$ cat src/rtl/core/lvqmc_pkg.sv
// lvqmc_pkg: shared types, constants and elaboration-time helpers for the
// LVQ match cost / gradient block. No dependencies.
`timescale 1ns / 1ps
`default_nettype none
package lvqmc_pkg;

	localparam int FRAC_BITS_DEF          = 16;
	localparam int TANH_TABLE_ENTRIES_DEF = 256;
	localparam int TANH_SPAN              = 8;
	localparam int DIV_QW                 = 32; // quotient bits per divider
	localparam int DIV_SPS                = 2;  // quotient bits resolved per stage
	localparam int DIV_LAT                = 1 + DIV_QW / DIV_SPS;
	localparam int TANH_LAT               = 4;
	localparam int PADDR_W                = 3;
	localparam logic [0:0] REG_COST_MODE  = 1'b0; // register index

	typedef struct packed {
		logic [23:0] dist_good;
		logic [23:0] dist_bad;
	} in_t;

	typedef struct packed {
		logic signed [17:0] cost;
		logic signed [31:0] scale_correct;
		logic signed [31:0] scale_wrong;
		logic               is_error;
		logic [23:0]        echo_good;
		logic [23:0]        echo_bad;
	} out_t;

	// bitwise restoring division, elaboration only
	function automatic logic [63:0] cdiv(input logic [63:0] n, input logic [63:0] d);
		logic [63:0] r;
		logic [63:0] q;
		r = '0;
		q = '0;
		for (int i = 63; i >= 0; i--) begin
			r = {r[62:0], n[i]};
			q = {q[62:0], 1'b0};
			if (r >= d) begin
				r = r - d;
				q[0] = 1'b1;
			end
		end
		return q;
	endfunction

	// e^-y, Q31 in and out: series on y/64, then squared six times
	function automatic logic [63:0] exp_neg_q31(input logic [63:0] y);
		logic [63:0] r;
		logic [63:0] term;
		logic [63:0] v;
		longint      sum;
		r    = y >> 6;
		term = 64'd1 << 31;
		sum  = longint'(64'd1 << 31);
		for (int k = 1; k <= 12; k++) begin
			term = cdiv((term * r) >> 31, 64'(k));
			if (k % 2 == 1) begin
				sum = sum - longint'(term);
			end else begin
				sum = sum + longint'(term);
			end
		end
		if (sum < 0) begin
			sum = 0;
		end
		v = 64'(sum);
		for (int k = 0; k < 6; k++) begin
			v = (v * v + (64'd1 << 30)) >> 31;
		end
		return v;
	endfunction

endpackage
`default_nettype wire

$ cat src/rtl/core/lvqmc_div.sv
// lvqmc_div: pipelined restoring divider, DIV_SPS quotient bits per stage,
// with an overflow flag when the quotient needs more than QW bits.
// Depends on lvqmc_pkg.
`timescale 1ns / 1ps
`default_nettype none
module lvqmc_div #(
	parameter int NW  = 40,
	parameter int DW  = 25,
	parameter int QW  = lvqmc_pkg::DIV_QW,
	parameter int SPS = lvqmc_pkg::DIV_SPS
) (
	input  wire logic          clk,
	input  wire logic          arst_n,
	input  wire logic          in_valid,
	input  wire logic [NW-1:0] num,
	input  wire logic [DW-1:0] den,
	output logic               out_valid,
	output logic [QW-1:0]      quo,
	output logic               ovf
);
	localparam int NS = QW / SPS;
	localparam int CW = (NW > DW) ? NW : DW;

	logic          v_s   [0:NS];
	logic [DW-1:0] rem_s [0:NS];
	logic [QW-1:0] sr_s  [0:NS];
	logic [DW-1:0] den_s [0:NS];
	logic          ovf_s [0:NS];

	logic [NW+QW-1:0] nx;
	logic [NW-1:0]    hi;

	always_comb begin
		nx = {{QW{1'b0}}, num};
		hi = nx[NW+QW-1:QW];
	end

	// entry: top part of the dividend seeds the remainder
	always_ff @(posedge clk or negedge arst_n) begin
		if (!arst_n) begin
			v_s[0] <= 1'b0;
		end else begin
			v_s[0] <= in_valid;
		end
	end

	always_ff @(posedge clk) begin
		rem_s[0] <= DW'(hi);
		sr_s[0]  <= nx[QW-1:0];
		den_s[0] <= den;
		ovf_s[0] <= CW'(hi) >= CW'(den);
	end

	for (genvar k = 0; k < NS; k++) begin : g_stage
		logic [DW-1:0] rem_n;
		logic [QW-1:0] sr_n;

		always_comb begin
			logic [DW:0] t;
			rem_n = rem_s[k];
			sr_n  = sr_s[k];
			for (int j = 0; j < SPS; j++) begin
				t = {rem_n, sr_n[QW-1]};
				if (t >= {1'b0, den_s[k]}) begin
					t = t - {1'b0, den_s[k]};
					sr_n = {sr_n[QW-2:0], 1'b1};
				end else begin
					sr_n = {sr_n[QW-2:0], 1'b0};
				end
				rem_n = t[DW-1:0];
			end
		end

		always_ff @(posedge clk or negedge arst_n) begin
			if (!arst_n) begin
				v_s[k+1] <= 1'b0;
			end else begin
				v_s[k+1] <= v_s[k];
			end
		end

		always_ff @(posedge clk) begin
			rem_s[k+1] <= rem_n;
			sr_s[k+1]  <= sr_n;
			den_s[k+1] <= den_s[k];
			ovf_s[k+1] <= ovf_s[k];
		end
	end

	assign out_valid = v_s[NS];
	assign quo       = sr_s[NS];
	assign ovf       = ovf_s[NS];

endmodule
`default_nettype wire

$ cat config.mk
export PLATFORM = sky130hd
export DESIGN_NAME = lvqmc_div
export DESIGN_NICKNAME = d
export VERILOG_FILES = /design/src/rtl/core/lvqmc_pkg.sv /design/src/rtl/core/lvqmc_div.sv
export SDC_FILE = /design/constraint.sdc
export NUM_CORES = 2
export LEC_CHECK = 0
export BUFFER_PORTS_ARGS = -buffer_cell sky130_fd_sc_hd__buf_2
export CORE_MARGIN = 1.5
export CORE_UTILIZATION = 55
export CTS_CLUSTER_DIAMETER = 120
export CTS_CLUSTER_SIZE = 24
export DETAILED_ROUTE_END_ITERATION = 8
export GPL_ROUTABILITY_DRIVEN = 1
export PLACE_DENSITY = 0.71
export SLEW_MARGIN = 20
export SYNTH_ARGS = -nofsm -noshare
export SYNTH_HDL_FRONTEND = slang
export SYNTH_SLANG_ARGS = --single-unit
$ cat constraint.sdc
create_clock -name clk -period 18.1 [get_ports clk]
set_input_delay 0 -clock clk [delete_from_list [all_inputs] [get_ports clk]]
set_output_delay 0 -clock clk [all_outputs]
set_load 0.02 [all_outputs]
After elaboration in Yosys (flattened, before gate mapping)
Memory sizes are Yosys's and may differ from the RTL's.
Index checks and enable logic that the tools add are counted.
{ "word_totals": {"ff_bits": 17, "latch_bits": 0, "ramBits": 1411, "mem_bits_ro": 0, "input_bits": 68, "output_inout_bits": 34, "word_cells": 150, "n_memories": 4} }
{ "memory_table": {"columns": ["name", "words", "width", "rd", "rd_clocked_by_memory_dff", "wr", "line_no", "rtl"], "rows": [
  ["sr_s", 17, 32, 17, 0, 17, "lvqmc_div.sv:26", "logic [QW-1:0] sr_s [0:NS];"],
  ["den_s", 17, 25, 16, 0, 17, "lvqmc_div.sv:27", "logic [DW-1:0] den_s [0:NS];"],
  ["rem_s", 17, 25, 16, 0, 17, "lvqmc_div.sv:25", "logic [DW-1:0] rem_s [0:NS];"],
  ["ovf_s", 17, 1, 17, 0, 17, "lvqmc_div.sv:28", "logic ovf_s [0:NS];"]
]} }
{ "op_classes": {"n_addsub": 32, "multipliers": 0, "div": 0, "n_lt_le_gt_ge": 33, "n_eq_ne": 0, "n_shift": 0, "muxes": 64, "n_bitwise": 0, "reduce_logical": 0} }
{ "op_table": {"columns": ["op", "count"], "rows": [
  ["$ge A26 B25 Y1", 32],
  ["$mux W25", 32],
  ["$sub A25 B25 Y25", 32],
  ["$mux W1", 32],
  ["$ge A8 B25 Y1", 1]
]} }

Longest topological paths before layout
An unclocked memory read counts as a cell.
{ "depth": {"depth_word": 5, "ltp_mapped": 29, "ltp_nobuf": 25} }

Worst setup path after synthesis
OpenSTA, ideal clock, no wires.
{ "synth_timing": {"path_type": "register -> register", "startpoint": "memory sr_s[0][191] (netlist bit)", "endpoint": "memory rem_s[6][23] (netlist: rem_s[0][173])", "setup_time_ns": 0.123, "arrival_time_ns": 6.139, "required_ns": 17.977, "slack_ns": 11.837, "path_stages_with_launch": 27, "n_path_buf": 3, "period_less_slack_ns": 6.263, "path_cell_list": "dfxtp_1 inv_1 ha_1 inv_1 fa_1 a211oi_1 o21ai_0 a31oi_1 a31oi_1 o211a_1 o21ai_1 o211a_1 buf_1 mux2_2 ha_1 and3_1 a221o_1 a21oi_1 o31a_1 o21ai_1 a21o_1 a221o_1 a221oi_4 and2_1 buf_2 buf_4 mux2_1"} }
{ "synth_lines": {"columns": ["element", "line_no"], "rows": [
  ["start, declared", "lvqmc_div.sv:26"],
  ["end, declared", "lvqmc_div.sv:25"]
]} }

==> impl_metrics.toml <==
[outcome]
status = "complete, no violations"

[routing]
drt-initial-drc-count = 4598
ant_nets = 0
vias = 58181
viasPerCell = 5.786
wl_per_cell_um = 18.56
finalWirelength_mm = 186.6
firstDrtPassIters = 6
drc = 0

[cts]
cts_resized = 0
htree_levels = 3
cts_root_buf = "clkbuf_16"
clk-insertion-delay-late_ns = 0.71
path_clk_slew_ns = 0.10
post_cts_buffers = 0
ctsHoldBuffers = 134
cts_tree = "built"
cts.path.max_buffers = 3
clock-sinks = 1361
cts_buffers = 66

[pwr]
p_int_w = 0.009104
p_per_area_nw_per_um2 = 201.5
p_total_w = 0.01606
pwr-share-clk_pct = 10.1
p_leak_nw = 36.77
peakVddDrop_uv = 143.9
switching_power_w = 0.006955
seq_power_share_pct = 24.7
swShare_pct = 43.31
comb_power_share_pct = 65.2

[yosys]
ys_ff_latch = 1361
syn_inst = 8126
syn_area_um2 = 74490
synth_cell_types = 99
synth.avg_cell_area_um2 = 9.167
synth_nets = 9017
yosysSeqAreaShare_pct = 36.69
synth_edf_count = 0
synth_ff_type = "dfxtp_1"
async_reset_ff_share_pct = 1.249
yosysWarnings = 0

[die]
start_util_pct = 55.61
die-width_um = 371.0
num_io_pins = 102
core_um2 = 134000
die_y_um = 371.0
dieArea_um2 = 137700
rows = 134

[layout]
fin_cells = 10056
final_nets = 9169
postLayoutCellArea_um2 = 79690
fillerInstances = 11769
area_growth_pct = 6.975
drive_gt1_share_pct = 8.400

[critical_path]
crit_type = "register to register"
required_ns = 18.70
slowest_stage = "and2_1"
worst_path_largest_cell_delay_ns = 0.83
cp-start-kind = "register"
crit_fanout = 32
end_kind = "register"
path_cells = "ha_1 -> inv_1 -> fa_1 -> a211oi_1 -> o21ai_0 -> a31oi_1 -> a31oi_1 -> o211a_1 -> o21ai_1 -> o211a_1 -> buf_4 -> mux2_2 -> ha_1 -> a21o_1 -> a221o_1 -> a21oi_1 -> o31a_1 -> o21ai_1 -> a21o_1 -> a221o_1 -> a221oi_4 -> and2_1 -> mux2_2"
worstPathArrival_ns = 8.33

[place]
dp.cells = 9843
routabilityCongestion = 0.9856
dpl-instance-area_um2 = 76580
hpwl_mm = 148.9
portBuffers = 101

[timing]
worst_pin_slew_ns = 1.050
setup_tns_ns = 0
fmax_mhz = 129.4
fin_crit_sh_pct = 42.71
hold_slack_ns = 0.1283
setup_viol = 0
period_minus_slack_ns = 7.730
clock_skew_ns = 0.02740
slew_headroom_pct = 30.02
finalHoldViolCount = 0
slew_violations = 0
rsz0062_at_grt = "false"

[global_route]
grt_pass1_vias = 56365
grt_usage_pct = 26.53
antenna_found_initial = 3
grt_pass1_wl_mm = 293.6
grt-ovfl-total = 0
grt_max_degree = 51

[min_path]
hold_class = "input pin to register"

[job]
drv_cap = 0
[cells in the final DEF, fill, tap and decap left out, types with 34 or more instances in the layout]
cell           synthesis  final
nand4_1               90     90
o21a_1               104    104
nor2_1               442    442
inv_1                676    676
nor3_1               128    127
dlygate4sd3_1          0    134
a21o_1               314    314
xor2_1               189    189
clkbuf_16              0     66
ha_1                 792    792
nand2_1              567    567
nand3_1              162    162
o21bai_1              93     93
and3_1                65     64
mux2i_1               39     39
o21ai_0              518    516
a31oi_1               74     74
a21oi_1              607    605
a211oi_1              73     71
mux2_2               356    356
or2_2                 34     34
nor2b_1               81     81
o31ai_1               65     64
nand2b_1              79     79
buf_2                 30    101
xnor2_1              414    414
dfxtp_1             1344   1344
[cell usage after synthesis, drive strengths merged, types with 31 or more instances]
cell type | n | area share, %
nor2b | 81 | 0.68
dfxtp | 1344 | 36
mux2 | 389 | 6.0
o211ai | 36 | 0.38
fa | 31 | 0.83
nor3 | 128 | 0.86
o31ai | 65 | 0.66
nand2 | 567 | 2.9
nand4 | 90 | 0.76
buf | 80 | 0.70
inv | 681 | 3.4
ha | 792 | 13
nand2b | 79 | 0.66
o21ai | 530 | 3.6
nand3 | 162 | 1.1
or3 | 33 | 0.28
xor2 | 189 | 2.2
a21o | 316 | 3.2
and3 | 66 | 0.56
a211o | 31 | 0.36
a21oi | 609 | 4.1
mux2i | 39 | 0.52
o21bai | 93 | 0.94
xnor2 | 414 | 4.9
nor2 | 443 | 2.2
o21a | 104 | 1.0
or2 | 34 | 0.29
a31oi | 75 | 0.64
clkbuf | 99 | 0.50
a211oi | 74 | 0.75
[flip-flops by register name, indices dropped and copies added (netlist names)]
register / cells
sr_s: 544
out_valid: 1
den_s: 400
ovf_s: 17
rem_s: 383
v_s: 16
[area by class of cell]
type / count / area [um^2] / area share [%]
repair buffers: 263 / 2064 / 2.591
multi-input cells: 5903 / 43770 / 54.93
clock inverters: 7 / 80.08 / 0.1005
flip-flops and latches: 1361 / 27330 / 34.30
inverters: 683 / 2564 / 3.217
clock buffers: 69 / 1663 / 2.087
well taps: 1768 / 2212 / 2.776
diodes: 2 / 5.005 / 0.006280
[power groups by stage]
stage,combinational (W),clock [W],sequential [W]
after floorplan,0.00836,0,0.00383
after global placement,0.0101,0,0.00404
after detailed placement,0.0103,0,0.00404
after CTS,0.0104,0.00168,0.00397
after global routing,0.0116,0.00178,0.00401
final,0.0105,0.00162,0.00397
[path summary, 6_finish.rpt]
path / start / end / slack (ns) / cells past startpoint
setup reg to reg: den_s[0][125] / rem_s[0][171] / 10.37 / 23
hold / removal: den[23] / ovf_s[0] / 0.13 / 4
setup / recovery: den_s[0][125] / rem_s[0][171] / 10.37 / 23
hold reg to reg: sr_s[0][217] / sr_s[0][251] / 0.32 / 0
min in group asynchronous: arst_n / v_s[1] / 0.40 / 3
max in group asynchronous: arst_n / v_s[10] / 17.23 / 3
[per-stage QoR]
step	utilization (%)	worst slack (ns)
after global placement	57.17	10.64
after floorplan	-	11.84
after global routing	59.48	9.901
final	59.49	10.37
after detailed placement	57.17	10.55
after CTS	59.47	10.46
[cells by family after synthesis]
logic type | Yosys count | share of synthesized area (%)
and+or+nand+nor | 1832 | 11.77
muxes | 428 | 6.540
buffers and inverters | 862 | 4.641
xor gates and xnor gates | 603 | 7.090
DFF | 1361 | 36.69
adders and majority gates | 823 | 14.14
AOI/OAI and AO/OA | 2217 | 19.13
[routing by layer]
layer  share of wire [%]  track usage [%]  wire, um  vias to the layer above
met2                  48            46.47     89120                     1543
li1                    -                -         -                    29115
met1                  44            33.42     81720                    27162
met4                 4.0            10.17      7537                        0
met5                   0                0         0                        -
met3                 4.4            2.715      8236                      361
[worst max-delay path, delay by kind of cell, from the launching register on]
kind / cells / cell delay (ns)
flip-flops: 1 / 0.39
buffers and inverters: 2 / 0.41
adder cells (fa/ha/maj): 3 / 0.95
multiplexers: 2 / 0.83
AND/OR/NAND/NOR: 1 / 0.83
AO/OA/AOI/OAI: 15 / 4.19
(Power assumes the default switching activity.)
